$ cat src/sv/gti_pkg.sv
// Shared types and codes of the grid trilinear interpolator.
package gti_pkg;

    // Kinds of queued words, decided by the front end.
    localparam logic [2:0] K_SPEED = 3'd0;
    localparam logic [2:0] K_LOAD  = 3'd1;
    localparam logic [2:0] K_SLOPE = 3'd2;
    localparam logic [2:0] K_TABLE = 3'd3;
    localparam logic [2:0] K_QUERY = 3'd4;
    localparam logic [2:0] K_ZERO  = 3'd5;

    // Input modes.
    localparam logic [2:0] M_SPEED = 3'd0;
    localparam logic [2:0] M_LOAD  = 3'd1;
    localparam logic [2:0] M_SLOPE = 3'd2;
    localparam logic [2:0] M_TABLE = 3'd3;
    localparam logic [2:0] M_QUERY = 3'd4;

    // Configuration register indexes.
    localparam logic [1:0] R_SPEED_POINTS = 2'd0;
    localparam logic [1:0] R_LOAD_POINTS  = 2'd1;
    localparam logic [1:0] R_SLOPE_POINTS = 2'd2;

    localparam int QDEPTH = 2;
    localparam logic [16:0] T_ONE = 17'h10000;

    typedef struct packed {
        logic [4:0] spd;
        logic [4:0] lod;
        logic [3:0] slp;
    } cnt_t;

    typedef struct packed {
        logic [2:0]         kind;
        logic [1:0]         sel;
        logic [10:0]        idx;
        logic signed [31:0] value;
        logic signed [31:0] qv;
        logic signed [31:0] qg;
        logic signed [31:0] qs;
    } qword_t;

endpackage

$ cat src/sv/gti_queue.sv
// Short queue of classified words between the front and back ends.
module gti_queue (
    input  logic            clk,
    input  logic            rst_n,
    input  logic            push_valid,
    output logic            push_ready,
    input  gti_pkg::qword_t push_word,
    output logic            pop_valid,
    input  logic            pop_ready,
    output gti_pkg::qword_t pop_word
);
    import gti_pkg::*;

    qword_t     ent_reg [QDEPTH];
    logic       wp_reg;
    logic       rp_reg;
    logic [1:0] fill_reg;
    logic       do_push;
    logic       do_pop;

    assign push_ready = fill_reg < 2'(QDEPTH);
    assign pop_valid = fill_reg != 2'd0;
    assign pop_word = ent_reg[rp_reg];
    assign do_push = push_valid && push_ready;
    assign do_pop = pop_valid && pop_ready;

    always_ff @(posedge clk)
    begin
        if (do_push)
            ent_reg[wp_reg] <= push_word;
    end

    always_ff @(posedge clk or negedge rst_n)
    begin
        if (!rst_n)
        begin
            wp_reg <= 1'b0;
            rp_reg <= 1'b0;
            fill_reg <= 2'd0;
        end
        else
        begin
            if (do_push)
                wp_reg <= ~wp_reg;
            if (do_pop)
                rp_reg <= ~rp_reg;
            if (do_push && !do_pop)
                fill_reg <= fill_reg + 2'd1;
            else if (do_pop && !do_push)
                fill_reg <= fill_reg - 2'd1;
        end
    end

endmodule

$ cat config.mk
export PLATFORM = sky130hd
export DESIGN_NAME = gti_queue
export DESIGN_NICKNAME = d
export VERILOG_FILES = /design/src/sv/gti_pkg.sv /design/src/sv/gti_queue.sv
export SDC_FILE = /design/constraint.sdc
export NUM_CORES = 1
export LEC_CHECK = 0
export ABC_AREA = 1
export BUFFER_PORTS_ARGS = -buffer_cell sky130_fd_sc_hd__buf_4
export CAP_MARGIN = 10
export CORE_ASPECT_RATIO = 1.1
export CORE_MARGIN = 10
export CORE_UTILIZATION = 30
export CTS_BUF_LIST = sky130_fd_sc_hd__clkbuf_16
export CTS_CLUSTER_SIZE = 30
export DETAILED_ROUTE_END_ITERATION = 8
export GPL_ROUTABILITY_DRIVEN = 1
export PLACE_DENSITY = 0.64
export SETUP_SLACK_MARGIN = 0.15
export SYNTH_ARGS = -nofsm -noshare
export SYNTH_HDL_FRONTEND = slang
export SYNTH_SLANG_ARGS = --single-unit
$ cat constraint.sdc
create_clock -name clk -period 7.6 [get_ports clk]
set_input_delay 1.52 -clock clk [delete_from_list [all_inputs] [get_ports clk]]
set_output_delay 1.52 -clock clk [all_outputs]
set_load 0.01 [all_outputs]
==> out/metrics.csv <==
stage,metric,value,unit
clock_tree,Post-CTS Resized,0,
setup_path,Critical Path End Type,primary output,
clock_tree,CTS tree,yes,
power,Power Density,384,nW/um2
placement,GP Congestion,0.749,
logic_synthesis,Syn. warnings,0,
global_route,initial antenna violation count,2,
logic_synthesis,"top cells by count, synth","nand2_1 (441), edfxtp_1 (288), buf_2 (15)",
layout,fin cells,1547,
logic_synthesis,Mapped Cells,779,
die,Die ar.,43400,um2
setup_path,CP Cell Sequence,inv_4 > buf_4 > nand2_1 > nand2_1 > buf_4,
logic_synthesis,#FFs+latches synth,292,
global_route,GRT Total Usage,0.119,
sta,Final setup viols,0,
logic_synthesis,"top cells by area, synth","edfxtp_1 (81%), nand2_1 (16%), dfrtp_1 (0.94%), buf_2 (0.71%), buf_4 (0.49%)",
logic_synthesis,most frequent cell after synthesis,nand2_1,
power,Peak VDD IR,0.000203,V
clock_tree,CTS max path bufs,3,
power,leak pwr,6.01,nW
clock_tree,# hold bufs at CTS,0,
layout,area grow syn2layout,34.2,%
route,DR WL/cell,17.4,um
sta,Slew Limit Fails,0,
setup_path,crit-path max cell delay,0.82,ns
logic_synthesis,mapped cell area,10600,um2
layout,# diodes,0,
setup_path,family with the most delay on the worst path,buffers and inverters,
setup_path,crit start category,register,
placement,Post-Place Cells,1492,
global_route,vias in the first global route,6956,
layout,Fillers,3232,
setup_path,Critical path buffers and inverters,3,
route,DR pass1 iterations,4,
die,die span in y,218,um
global_route,GR Overflow Total,0,
die,Core Region,35100,um2
setup_path,Critical Path Slowest Stage Cell,buf_4,
logic_synthesis,fraction of registers with async set or reset after synthesis,0.0137,
placement,placed wire-length estimate,18.0,mm
sta,unrepaired setup endpoints after global routing,no,
layout,sequential cell area,8750,um2
die,# rows,72,
sta,Worst slew margin,0.271,
logic_synthesis,Synth top area share,0.812,
layout,max FFs per register,288,
logic_synthesis,Avg Inst Size Synth,13.7,um2
clock_tree,Post-CTS Setup Bufs,0,
placement,port bufs,293,
clock_tree,"CTS clk-pin slew, worst paths",0.06,ns
route,Vias/cell,4.34,
sta,hold_ws,0.477,ns
global_route,first-pass GRT wire length,40.3,mm
sta,Fin Clk Skew,0.0123,ns
setup_path,Crit Path Class,reg -> out,
logic_synthesis,Post-synth EDFFs,288,
clock_tree,total CTS buffers,30,
logic_synthesis,Synth area leader,edfxtp_1,
route,drt total wl,26.9,mm
logic_synthesis,Synth Flop Type,edfxtp_1,
clock_tree,H-Tree Depth,1,
sta,crit share post-route,0.602,
route,1st-iter DRT viols,305,
die,IO Count,294,
layout,multi-input logic area,1720,um2
min_path,Hold WC Path Type,reg -> reg,
route,Detail Route Antenna Nets,0,
status,outcome,"finished, final reports clean",
die,Initial Util,0.303,
setup_path,CP max FO,80,
sta,post-route minimum period,4.57,ns
clock_tree,Clock Tree Root,clkbuf_16,
layout,NumNets Final,1229,
die,die span in x,200,um
setup_path,Worst EP arrival,3.05,ns
sta,actual slew at the worst max-slew pin,1.09,ns
clock_tree,Worst-Skew Late Latency,0.56,ns
clock_tree,clock sinks,292,
logic_synthesis,Yosys cell types,14,
route,Vias,6713,
sta,Final Hold Fails,0,
global_route,largest net degree at the start of global routing,81,
layout,layout cell share with drive strength beyond 1,0.314,
route,drc violations,0,
setup_path,WP data required,6.08,ns
job,max cap viols,0,
logic_synthesis,Synth Net Count,928,
sta,f_max,219,MHz
logic_synthesis,sequential fraction of the synthesis area,0.822,
## kinds of logic after synthesis
logic type	count (synthesis)	share of synthesized area
and+or+nand+nor	446	0.158
DFF	292	0.822
buffers and inverters	38	0.0176
xor gates and xnor gates	2	0.00165
adders and majority gates	1	0.00118
## cell usage in the layout, fill, tap and decap left out
cell       synthesis  final
buf_12             0      2
buf_4              7    298
bufinv_16          0      3
clkbuf_16          0     30
clkinv_1           0      7
clkinv_2           0      7
clkinv_4           0      1
clkinv_8           0      1
dfrtp_1            4      3
dfrtp_4            0      1
edfxtp_1         288    288
ha_1               1      1
inv_1              6     12
inv_4              0      1
nand2_1          441    441
nand3_1            2      2
nand4_1            1      1
nor2_4             0      2
xnor2_1            1      1
xor2_1             1      1
## final timing paths
path	slack, ns	depth (start not counted)	from	endpoint
max	3.03	5	rp_reg$_DFFE_PN0P_	pop_word[130]
min	0.48	2	fill_reg[1]$_DFFE_PN0P_	fill_reg[1]$_DFFE_PN0P_
max reg2reg	5.04	4	fill_reg[1]$_DFFE_PN0P_	ent_reg[0][13]$_DFFE_PP_
min reg2reg	0.48	2	fill_reg[1]$_DFFE_PN0P_	fill_reg[1]$_DFFE_PN0P_
max in group asynchronous	6.72	1	rst_n	rp_reg$_DFFE_PN0P_
min in group asynchronous	0.75	1	rst_n	fill_reg[0]$_DFFE_PN0P_
## power by group
part	switching [mW]	internal, mW
Sequential	0.0916	2.14
Combinational	1.12	0.720
Clock	0.589	0.815
Total	1.80	3.68
## area by class of cell
class,instances,area share
sequential,292,0.613
timing repair buffer,300,0.159
clock buffer,30,0.0525
multi-input combinational,449,0.121
inverter,7,0.00201
tap,444,0.0389
clock inverter,25,0.0139
## tightest hold or removal path, delay by kind of cell (launching register included)
kind             cells  cell delay (ns)
flip-flops           1             0.34
AND/OR/NAND/NOR      2             0.10
## metal layers
metal	vias up	part of all wire	global-route usage
li1	3234	-	-
met4	4	0.027	0.0414
met2	237	0.47	0.194
met5	-	0.00093	0
met3	51	0.11	0.0506
met1	3187	0.38	0.139
## stage by stage
| stage | setup TNS (ns) | utilization | total power, mW | worst slack, ns | cell area, um2 |
|---|---|---|---|---|---|
| 6_report | 0 | 0.407 | 5.48 | 3.03 | 14300 |
| 5_1_grt | 0 | 0.407 | 5.84 | 2.70 | 14300 |
| 4_1_cts | 0 | 0.407 | 5.60 | 2.90 | 14300 |
| 3_5_place_dp | 0 | 0.380 | 4.18 | 3.51 | 13300 |
| 3_3_place_gp | 0 | 0.380 | 4.16 | 3.52 | 13300 |
| 2_1_floorplan | -190.09 | - | 3.24 | -0.660 | 10600 |
No activity file was read; power rests on OpenSTA's default activity.
