File: config.mk
export PLATFORM = sky130hd
export DESIGN_NAME = gti_front_flat
export DESIGN_NICKNAME = d
export VERILOG_FILES = /design/src/sv/gti_pkg.sv /design/src/sv/gti_if.sv /design/src/sv/gti_front.sv /design/src/flat_wrapper.sv
export SDC_FILE = /design/constraint.sdc
export NUM_CORES = 1
export LEC_CHECK = 0
export ABC_AREA = 1
export ABC_CLOCK_PERIOD_IN_PS = 1200
export BUFFER_PORTS_ARGS = -buffer_cell sky130_fd_sc_hd__buf_4
export CAP_MARGIN = 0
export CORE_AREA = 2 2 122 124
export DETAILED_ROUTE_END_ITERATION = 8
export DIE_AREA = 0 0 124 126
export GPL_ROUTABILITY_DRIVEN = 0
export PLACE_DENSITY = 0.43
export SLEW_MARGIN = 5
export SYNTH_ARGS = -nofsm -noshare
export SYNTH_HDL_FRONTEND = slang
export SYNTH_SLANG_ARGS = --single-unit
export TNS_END_PERCENT = 10
File: constraint.sdc
create_clock -name clk -period 1.2 [get_ports clk]
set_input_delay 0.36 -clock clk [delete_from_list [all_inputs] [get_ports clk]]
set_output_delay 0.36 -clock clk [all_outputs]
set_load 0.02 [all_outputs]
File: src/sv/gti_pkg.sv
// Shared types and codes of the grid trilinear interpolator.
package gti_pkg;

    // Kinds of queued words, decided by the front end.
    localparam logic [2:0] K_SPEED = 3'd0;
    localparam logic [2:0] K_LOAD  = 3'd1;
    localparam logic [2:0] K_SLOPE = 3'd2;
    localparam logic [2:0] K_TABLE = 3'd3;
    localparam logic [2:0] K_QUERY = 3'd4;
    localparam logic [2:0] K_ZERO  = 3'd5;

    // Input modes.
    localparam logic [2:0] M_SPEED = 3'd0;
    localparam logic [2:0] M_LOAD  = 3'd1;
    localparam logic [2:0] M_SLOPE = 3'd2;
    localparam logic [2:0] M_TABLE = 3'd3;
    localparam logic [2:0] M_QUERY = 3'd4;

    // Configuration register indexes.
    localparam logic [1:0] R_SPEED_POINTS = 2'd0;
    localparam logic [1:0] R_LOAD_POINTS  = 2'd1;
    localparam logic [1:0] R_SLOPE_POINTS = 2'd2;

    localparam int QDEPTH = 2;
    localparam logic [16:0] T_ONE = 17'h10000;

    typedef struct packed {
        logic [4:0] spd;
        logic [4:0] lod;
        logic [3:0] slp;
    } cnt_t;

    typedef struct packed {
        logic [2:0]         kind;
        logic [1:0]         sel;
        logic [10:0]        idx;
        logic signed [31:0] value;
        logic signed [31:0] qv;
        logic signed [31:0] qg;
        logic signed [31:0] qs;
    } qword_t;

endpackage

File: src/sv/gti_if.sv
// Channel interfaces of the grid trilinear interpolator.
interface gti_item_if;
    logic               valid;
    logic               ready;
    logic [2:0]         mode;
    logic [1:0]         table_select;
    logic [10:0]        entry_index;
    logic signed [31:0] entry_value;
    logic signed [31:0] query_speed;
    logic signed [31:0] query_load;
    logic signed [31:0] query_slope;

    modport source (output valid, mode, table_select, entry_index, entry_value,
                    query_speed, query_load, query_slope, input ready);
    modport sink (input valid, mode, table_select, entry_index, entry_value,
                  query_speed, query_load, query_slope, output ready);
endinterface


interface gti_cfg_if;
    logic       valid;
    logic       ready;
    logic [1:0] addr;
    logic [4:0] data;

    modport source (output valid, addr, data, input ready);
    modport sink (input valid, addr, data, output ready);
endinterface

File: src/sv/gti_front.sv
// Front end: configuration registers and classification of input words.
module gti_front #(
    parameter int SPEED_MAX   = 16,
    parameter int LOAD_MAX    = 16,
    parameter int SLOPE_MAX   = 8,
    parameter int TABLE_COUNT = 4
) (
    input  logic            clk,
    input  logic            rst_n,
    gti_item_if.sink        item,
    gti_cfg_if.sink         cfg,
    output gti_pkg::cnt_t   cnt,
    output logic            push_valid,
    input  logic            push_ready,
    output gti_pkg::qword_t push_word
);
    import gti_pkg::*;

    logic [4:0] spd_reg;
    logic [4:0] lod_reg;
    logic [3:0] slp_reg;
    logic       keep;
    logic [2:0] kind;
    logic       sel_ok;

    assign cfg.ready = 1'b1;

    always_ff @(posedge clk or negedge rst_n)
    begin
        if (!rst_n)
        begin
            spd_reg <= 5'd2;
            lod_reg <= 5'd2;
            slp_reg <= 4'd0;
        end
        else if (cfg.valid)
        begin
            case (cfg.addr)
                R_SPEED_POINTS: spd_reg <= cfg.data;
                R_LOAD_POINTS:  lod_reg <= cfg.data;
                R_SLOPE_POINTS: slp_reg <= cfg.data[3:0];
                default:        ;
            endcase
        end
    end

    // Counts saturate to the range each axis supports.
    always_comb
    begin
        if (spd_reg < 5'd2)
            cnt.spd = 5'd2;
        else if (int'(spd_reg) > SPEED_MAX)
            cnt.spd = 5'(SPEED_MAX);
        else
            cnt.spd = spd_reg;
        if (lod_reg < 5'd2)
            cnt.lod = 5'd2;
        else if (int'(lod_reg) > LOAD_MAX)
            cnt.lod = 5'(LOAD_MAX);
        else
            cnt.lod = lod_reg;
        if (int'(slp_reg) > SLOPE_MAX)
            cnt.slp = 4'(SLOPE_MAX);
        else
            cnt.slp = slp_reg;
    end

    // Words that change nothing are accepted and dropped here.
    always_comb
    begin
        sel_ok = int'(item.table_select) < TABLE_COUNT;
        keep = 1'b0;
        kind = K_ZERO;
        case (item.mode)
            M_SPEED:
            begin
                keep = int'(item.entry_index) < SPEED_MAX;
                kind = K_SPEED;
            end
            M_LOAD:
            begin
                keep = int'(item.entry_index) < LOAD_MAX;
                kind = K_LOAD;
            end
            M_SLOPE:
            begin
                keep = int'(item.entry_index) < SLOPE_MAX;
                kind = K_SLOPE;
            end
            M_TABLE:
            begin
                keep = sel_ok;
                kind = K_TABLE;
            end
            M_QUERY:
            begin
                keep = 1'b1;
                kind = sel_ok ? K_QUERY : K_ZERO;
            end
            default: keep = 1'b0;
        endcase
    end

    assign item.ready = push_ready;
    assign push_valid = item.valid && keep;
    assign push_word = '{kind: kind, sel: item.table_select, idx: item.entry_index,
                         value: item.entry_value, qv: item.query_speed,
                         qg: item.query_load, qs: item.query_slope};

endmodule

File: src/flat_wrapper.sv
// flat-port wrapper written by rule: the top's interface ports become plain ports
module gti_front_flat import gti_pkg::*;
#(
    parameter int SPEED_MAX   = 16,
    parameter int LOAD_MAX    = 16,
    parameter int SLOPE_MAX   = 8,
    parameter int TABLE_COUNT = 4
)
  (clk, rst_n, cnt, push_valid, push_ready, push_word, item_valid, item_mode, item_table_select, item_entry_index, item_entry_value, item_query_speed, item_query_load, item_query_slope, item_ready, cfg_valid, cfg_addr, cfg_data, cfg_ready);
  gti_item_if item_i ();
  gti_cfg_if cfg_i ();
  input  logic clk;
  input  logic rst_n;
  output gti_pkg::cnt_t cnt;
  output logic push_valid;
  input  logic push_ready;
  output gti_pkg::qword_t push_word;
  input wire logic [$bits(item_i.valid)-1:0] item_valid;
  input wire logic [$bits(item_i.mode)-1:0] item_mode;
  input wire logic [$bits(item_i.table_select)-1:0] item_table_select;
  input wire logic [$bits(item_i.entry_index)-1:0] item_entry_index;
  input wire logic [$bits(item_i.entry_value)-1:0] item_entry_value;
  input wire logic [$bits(item_i.query_speed)-1:0] item_query_speed;
  input wire logic [$bits(item_i.query_load)-1:0] item_query_load;
  input wire logic [$bits(item_i.query_slope)-1:0] item_query_slope;
  output wire logic [$bits(item_i.ready)-1:0] item_ready;
  input wire logic [$bits(cfg_i.valid)-1:0] cfg_valid;
  input wire logic [$bits(cfg_i.addr)-1:0] cfg_addr;
  input wire logic [$bits(cfg_i.data)-1:0] cfg_data;
  output wire logic [$bits(cfg_i.ready)-1:0] cfg_ready;
  assign item_i.valid = item_valid;
  assign item_i.mode = item_mode;
  assign item_i.table_select = item_table_select;
  assign item_i.entry_index = item_entry_index;
  assign item_i.entry_value = item_entry_value;
  assign item_i.query_speed = item_query_speed;
  assign item_i.query_load = item_query_load;
  assign item_i.query_slope = item_query_slope;
  assign item_ready = item_i.ready;
  assign cfg_i.valid = cfg_valid;
  assign cfg_i.addr = cfg_addr;
  assign cfg_i.data = cfg_data;
  assign cfg_ready = cfg_i.ready;
  gti_front #(.SPEED_MAX(SPEED_MAX), .LOAD_MAX(LOAD_MAX), .SLOPE_MAX(SLOPE_MAX), .TABLE_COUNT(TABLE_COUNT)) u_core (.clk(clk), .rst_n(rst_n), .item(item_i), .cfg(cfg_i), .cnt(cnt), .push_valid(push_valid), .push_ready(push_ready), .push_word(push_word));
endmodule
==> summary.md, run 1 <==
| Metric | Value |
|---|---|
| Outcome | finished, violations left |
| Failing checks | negative setup slack |
| Logic depth of the worst setup path including buffers | 3 |
| Number of antenna violations at the first check in global routing | 0 |
| Warnings, synthesis | 0 |
| Total of flip-flops plus latches after synthesis | 14 |
| Total cell area at the placement stage | 1415 um2 |
| CTS Buffer Depth | 2 |
| Number of H-tree levels | 1 |
| Clock latency on the worst-skew pair | 0.24 ns |
| Highest clock frequency the design can meet | 0.6262 GHz |
| Worst R2R Path Depth | 3 |
| Antenna violation net count after detailed routing | 0 |
| Layout filler cell count | 1,696 |
| Total inserted antenna cells | 0 |
| Count of cell types in the netlist | 15 |
| Clk slew on worst S/H paths | 0.04 ns |
| Static power due to leakage | 0.7159 nW |
| WHS Path Cells | 3 |
| Count of nets after finishing | 319 |
| Worst Path Required | 0.84 ns |
| Buffer type at the clock tree root | sky130_fd_sc_hd__clkbuf_16 |
| Largest stage delay on the critical path | 0.55 ns |
| Overall power | 1.975 mW |
| Unrepaired setup endpoints after global routing | yes |
| Initial DRC count | 15 |
| Number of pins with negative max-slew slack in the final report | 0 |
| Area of the die | 15,620 um2 |
| Share of final-layout standard cells stronger than drive strength 1 | 0.4907 |
| Setup fix buffers added after clock tree synthesis | 0 |
| Worst min-delay path class | input port to register |
| First-pass GRT wire length | 5.865 mm |
| Highest-count cells in the layout ignoring fill and taps | sky130_fd_sc_hd__buf_4, sky130_fd_sc_hd__nand2_1, sky130_fd_sc_hd__nor2_1 |
| Number of violations of the max-capacitance limit | 0 |
| Starting utilization of the core area | 0.1272 |
| Shortest clock period the worst path allows after layout | 1.597 ns |
| Cell Chain, Critical Path | nor3_1, nor3b_2, buf_4 |
| Cell area after technology mapping | 1820 um2 |
| Crit Path Max Fanout | 4 |
| Layout Cells excl Fill | 345 |
| DRC errors left | 0 |
| Fin area | 1550 um2 |
| Buf/Inv on CP | 1 |
| Number of vias per cell after detailed routing | 3.009 |
| Tot GR Track Use | 0.04942 |
| Floorplan row count | 44 |
| Height of the die | 126 um |
| Fraction of synthesized cell area taken by the top area cell type | 0.5897 |
| Leading cell types by total area after synthesis | sky130_fd_sc_hd__buf_4, sky130_fd_sc_hd__dfrtp_1, sky130_fd_sc_hd__nor2_1, sky130_fd_sc_hd__nand2_1, sky130_fd_sc_hd__inv_1 |
| Sink count of the clock tree | 14 |
| Cell taking the most area after synthesis | sky130_fd_sc_hd__buf_4 |
| Final cycle utilization of the critical path | 1.331 |
| DR WL/cell | 12.40 um |
| Total via count after detailed routing | 1,038 |
| Count of buffers inserted at the top-level ports | 47 |
| Post-Route Skew | 0 ns |
| Number of instances in the synthesized netlist | 245 |
| Number of placed I/O pins | 317 |
| Sort of element at the end of the critical path | primary output |
| Largest net degree at the start of global routing | 15 |
| Seq/Total Area, Yosys | 0.1938 |
| Ratio of total power to cell area | 1274 nW/um2 |
| Synthesized net count | 401 |
| Syn Area/Cell | 7.431 um2 |
| Total congestion overflow after global routing | 0 |
| Placed Cells incl. Taps | 341 |
| Total clock buffers created by CTS | 3 |
| Category of the most critical setup path | register to primary output |
| Final setup fails | 15 |
| Master of the slowest instance on the critical path | sky130_fd_sc_hd__dfstp_2 |
| Total length of routed wires | 4.278 mm |
| Final-report hold violation count | 0 |
| Top delay family on crit path | flip-flops |
| Area Overhead vs Synth | -14.85% |
| Crit path DAT | 1.24 ns |
| First drt pass iteration count | 4 |
| Die Span X | 124 um |
| Category of the worst setup path launch point | register |
| Max IR drop VDD | 0.0006226 V |
| Most common library cell in the layout ignoring fill and taps | sky130_fd_sc_hd__buf_4 |
| Detailed Place HPWL | 3.616 mm |
| Core outline area | 14,310 um2 |
| Vias in the first global route | 1,089 |
| CTS tree | done |
| Setup slack after layout | -0.3969 ns |
## where the power goes
group          total [mW]  leakage [nW]  switching [mW]  internal (mW)
Combinational       0.715         0.512           0.357          0.358
Clock               0.610        0.0370           0.176          0.435
Sequential          0.649         0.167          0.0882          0.561
Total                1.97         0.716           0.621           1.35
## area by class of cell
class,count,area [um2],area share
tap,184,230.2,0.1485
multi-input combinational,69,349.1,0.2252
inverter,15,56.30,0.03632
timing repair buffer,60,483.0,0.3115
clock buffer,3,75.07,0.04843
sequential,14,356.6,0.2300
## synthesized netlist by cell type, drive strengths merged
| library cell | count |
|---|---|
| dfstp | 2 |
| dfrtp | 12 |
| nor3b | 2 |
| clkbuf | 4 |
| nand2 | 19 |
| o21ai | 17 |
| buf | 143 |
| nor2 | 20 |
| conb | 1 |
| nor3 | 2 |
| inv | 15 |
| nand3 | 5 |
| a21boi | 3 |
## worst paths after layout
path / slack [ns] / to / start
setup / recovery: -0.40 / cnt[9] / u_core.spd_reg[1]$_DFFE_PN1P_
hold / removal: 0.41 / u_core.spd_reg[4]$_DFFE_PN0P_ / cfg_data[4]
setup reg to reg: 0.43 / u_core.spd_reg[3]$_DFFE_PN0P_ / u_core.spd_reg[3]$_DFFE_PN0P_
hold reg to reg: 0.49 / u_core.lod_reg[1]$_DFFE_PN1P_ / u_core.lod_reg[1]$_DFFE_PN1P_
max in group asynchronous: 0.45 / u_core.spd_reg[1]$_DFFE_PN1P_ / rst_n
min in group asynchronous: 0.51 / u_core.slp_reg[3]$_DFFE_PN0P_ / rst_n
## kinds of logic after synthesis
kind of cell,after synthesis,synth area share
other,1,0.002060
AND/OR/NAND/NOR,48,0.1161
AO/OA/AOI/OAI,20,0.05910
buffers and inverters,162,0.6289
flip-flops,14,0.1938
## worst min-delay path: stages
cell	delay [ns]
sky130_fd_sc_hd__buf_4	0.08
sky130_fd_sc_hd__inv_1	0.05
sky130_fd_sc_hd__o21ai_1	0.12
## layer usage
layer | wire length [um] | GRT usage
met4 | 404 | 0.05288
met5 | 0 | 0
met2 | 2038 | 0.08339
met3 | 756 | 0.02899
met1 | 1077 | 0.03558
## stage by stage
step	worst slack [ns]	TNS, ns	utilization	hold slack (ns)
2_1_floorplan	-0.07057	-0.4055	-	0.06441
3_3_place_gp	-0.2095	-0.8529	0.09886	0.2188
3_5_place_dp	-0.2050	-0.9669	0.09886	0.2211
4_1_cts	-0.4652	-3.470	0.1068	0.4096
5_1_grt	-0.4893	-4.048	0.1083	0.4173
6_report	-0.3969	-3.074	0.1083	0.4080
## timing repair
action,in CTS,in global routing
endpoints found under the hold margin,12,0
hold buffers,1,0
gates resized for setup,11,8
pin swaps,3,0
setup endpoints to repair,16,17
No activity file was read; power rests on OpenSTA's default activity.
==> inputs of run 2 (changes only) <==
- ABC_CLOCK_PERIOD_IN_PS: 1200 -> 1990
- CORE_AREA: 2 2 122 124 -> 2 2 121 123
- DIE_AREA: 0 0 124 126 -> 0 0 123 125
- PLACE_DENSITY: 0.43 -> 0.44
- clock period: 1.2 -> 1.99 ns (I/O delays scaled with it)
==> summary.md, run 2 (synthesis gave the netlist of run 1 again) <==
| Metric | Value |
|---|---|
| Number of H-tree levels | 1 (unchanged) |
| Total clock buffers created by CTS | 3 (unchanged) |
| Largest stage delay on the critical path | 0.55 ns (about the same) |
| Highest clock frequency the design can meet | 0.5321 GHz |
| Die Span X | 123 um (-0.81%) |
| Register-to-register path setup slack | 1.21 ns (+0.78 ns) |
| Total length of routed wires | 4.541 mm (+6.1%) |
| Number of pins with negative max-slew slack in the final report | 0 (unchanged) |
| Number of antenna violations at the first check in global routing | 0 (unchanged) |
| DR WL/cell | 13.64 um (+10%) |
| Number of vias per cell after detailed routing | 3.030 (+0.71%) |
| Sort of element at the end of the critical path | primary output |
| Overall power | 1.126 mW (-43%) |
| Worst Path Required | 1.39 ns (+0.55 ns) |
| Source of the worst register-to-register timing path | u_core.lod_reg[1]$_DFFE_PN1P_ |
| Shortest clock period the worst path allows after layout | 1.879 ns |
| Share of final-layout standard cells stronger than drive strength 1 | 0.3691 (-0.1216) |
| Area Overhead vs Synth | -23.44% |
| Antenna violation net count after detailed routing | 0 (unchanged) |
| Number of hold-repair buffers added at the cts stage | 0 (-1) |
| Total congestion overflow after global routing | 0 (unchanged) |
| Master of the slowest instance on the critical path | sky130_fd_sc_hd__dfstp_2 |
| Switching power of the nets | 364.0 uW (-41%) |
| Highest-count cells in the layout ignoring fill and taps | sky130_fd_sc_hd__buf_4, sky130_fd_sc_hd__nor2_1, sky130_fd_sc_hd__nand2_1 |
| Final-report hold violation count | 0 (unchanged) |
| Worst R2R Path Depth | 2 (-1) |
| Outcome | complete, no violations |
| Vias in the first global route | 1,063 (-2.4%) |
| Count of nets after finishing | 306 (-4.1%) |
| CTS tree | done |
| CTS resizes | 0 (-11) |
| Crit Path Max Fanout | 4 (unchanged) |
| Sink count of the clock tree | 14 (unchanged) |
| Number of placed I/O pins | 317 (unchanged) |
| Area of the die | 15,380 um2 (-1.6%) |
| Most common library cell in the layout ignoring fill and taps | sky130_fd_sc_hd__buf_4 |
| Total inserted antenna cells | 0 (unchanged) |
| Starting utilization of the core area | 0.1282 (+0.0009859) |
| Tot GR Track Use | 0.05363 (+0.004215) |
| Clk slew on worst S/H paths | 0.05 ns (about the same) |
| Static power due to leakage | 0.6423 nW (-10%) |
| Final setup fails | 0 (-15) |
| CTS Buffer Depth | 2 (unchanged) |
| Count of buffers inserted at the top-level ports | 47 (unchanged) |
| Sequential group share of total power | 0.343 (+0.014) |
| Worst min-delay path class | input port to asynchronous set/reset pin |
| Ratio of total power to cell area | 808.0 nW/um2 (-37%) |
| Fraction of power spent switching nets | 0.3232 (+0.008961) |
| Unrepaired setup endpoints after global routing | no |
| Buffer type at the clock tree root | sky130_fd_sc_hd__clkbuf_16 |
| Category of the most critical setup path | register to primary output |
| Reg2reg end | u_core.lod_reg[1]$_DFFE_PN1P_ |
| Setup_tns | 0 ns (+3.074 ns) |
| Core outline area | 14,200 um2 (-0.77%) |
| Initial DRC count | 28 (+13) |
| Post-Route Skew | 0 ns (unchanged) |
| Floorplan row count | 44 (unchanged) |
| Max IR drop VDD | 0.0002563 V (-59%) |
| Combinational cell fraction of total power | 0.317 (-0.045) |
| Worst hold margin | 0.1964 ns (-0.2117 ns) |
| Portion of total power attributed to the clock network | 0.340 (+0.031) |
| Largest net degree at the start of global routing | 15 (unchanged) |
| First-pass GRT wire length | 6.244 mm (+6.5%) |
| Final cycle utilization of the critical path | 0.9444 |
| DRC errors left | 0 (unchanged) |
| Cell Chain, Critical Path | nor3_1, nor3b_1, buf_4 |
| Setup fix buffers added after clock tree synthesis | 0 (unchanged) |
| Detailed Place HPWL | 3.818 mm (+5.6%) |
| Internal power component | 762.2 uW (-44%) |
| Number of violations of the max-capacitance limit | 0 (unchanged) |
| Category of the worst setup path launch point | register |
| Total via count after detailed routing | 1,009 (-2.8%) |
| First drt pass iteration count | 4 (unchanged) |
| Height of the die | 125 um (-0.79%) |
| Crit path DAT | 1.28 ns (+0.04 ns) |
| Clock latency on the worst-skew pair | 0.24 ns (about the same) |
-- run 2: worst max-delay path, delay by kind of cell, from the launching register on --
kind | cells | cell delay, ns
buffers and inverters | 1 | 0.19
and+or+nand+nor | 2 | 0.29
DFF | 1 | 0.55
-- run 2: worst max path at each step --
stage,cells after the start,startpoint,end
global placement,7,item_entry_index[5],push_valid
detailed placement,7,item_entry_index[7],push_valid
global route,3,u_core.lod_reg[1]$_DFFE_PN1P_,cnt[4]
CTS,3,u_core.lod_reg[1]$_DFFE_PN1P_,cnt[4]
floorplan,5,item_entry_index[5],push_valid
finish,3,u_core.lod_reg[1]$_DFFE_PN1P_,cnt[4]
-- run 2: cell type report --
cell class,instances,area [um2]
repair buffers,47,352.8
clock buffers,4,78.83
flip-flops and latches,14,352.8
well taps,184,230.2
inverters,15,56.30
fillers,1672,12810
multi-input cells,69,322.8
-- run 2: metrics by stage --
step | cell area, um2 | std cells | util | setup slack, ns
floorplan | 1821 | 245 | - | 0.2557
global placement | 1315 | 329 | 0.09258 | 0.1695
detailed placement | 1315 | 329 | 0.09258 | 0.1342
CTS | 1394 | 333 | 0.09813 | 0.08527
global route | 1394 | 333 | 0.09813 | 0.001429
finish | 1394 | 333 | 0.09813 | 0.1106
-- run 2: power by group through the flow --
stage / Combinational [mW] / Clock, mW / Sequential, mW
finish: 0.357 / 0.383 / 0.386
global route: 0.396 / 0.398 / 0.398
CTS: 0.368 / 0.389 / 0.389
detailed placement: 0.366 / 0 / 0.393
global placement: 0.363 / 0 / 0.391
floorplan: 0.603 / 0 / 0.373
-- run 2: per-layer routing --
metal,global-route usage,vias to the layer above,routed length (um)
met5,0,-,0
met4,0.05414,0,430
met3,0.03786,55,836
met2,0.08287,118,2001
met1,0.04255,423,1272
li1,-,413,-
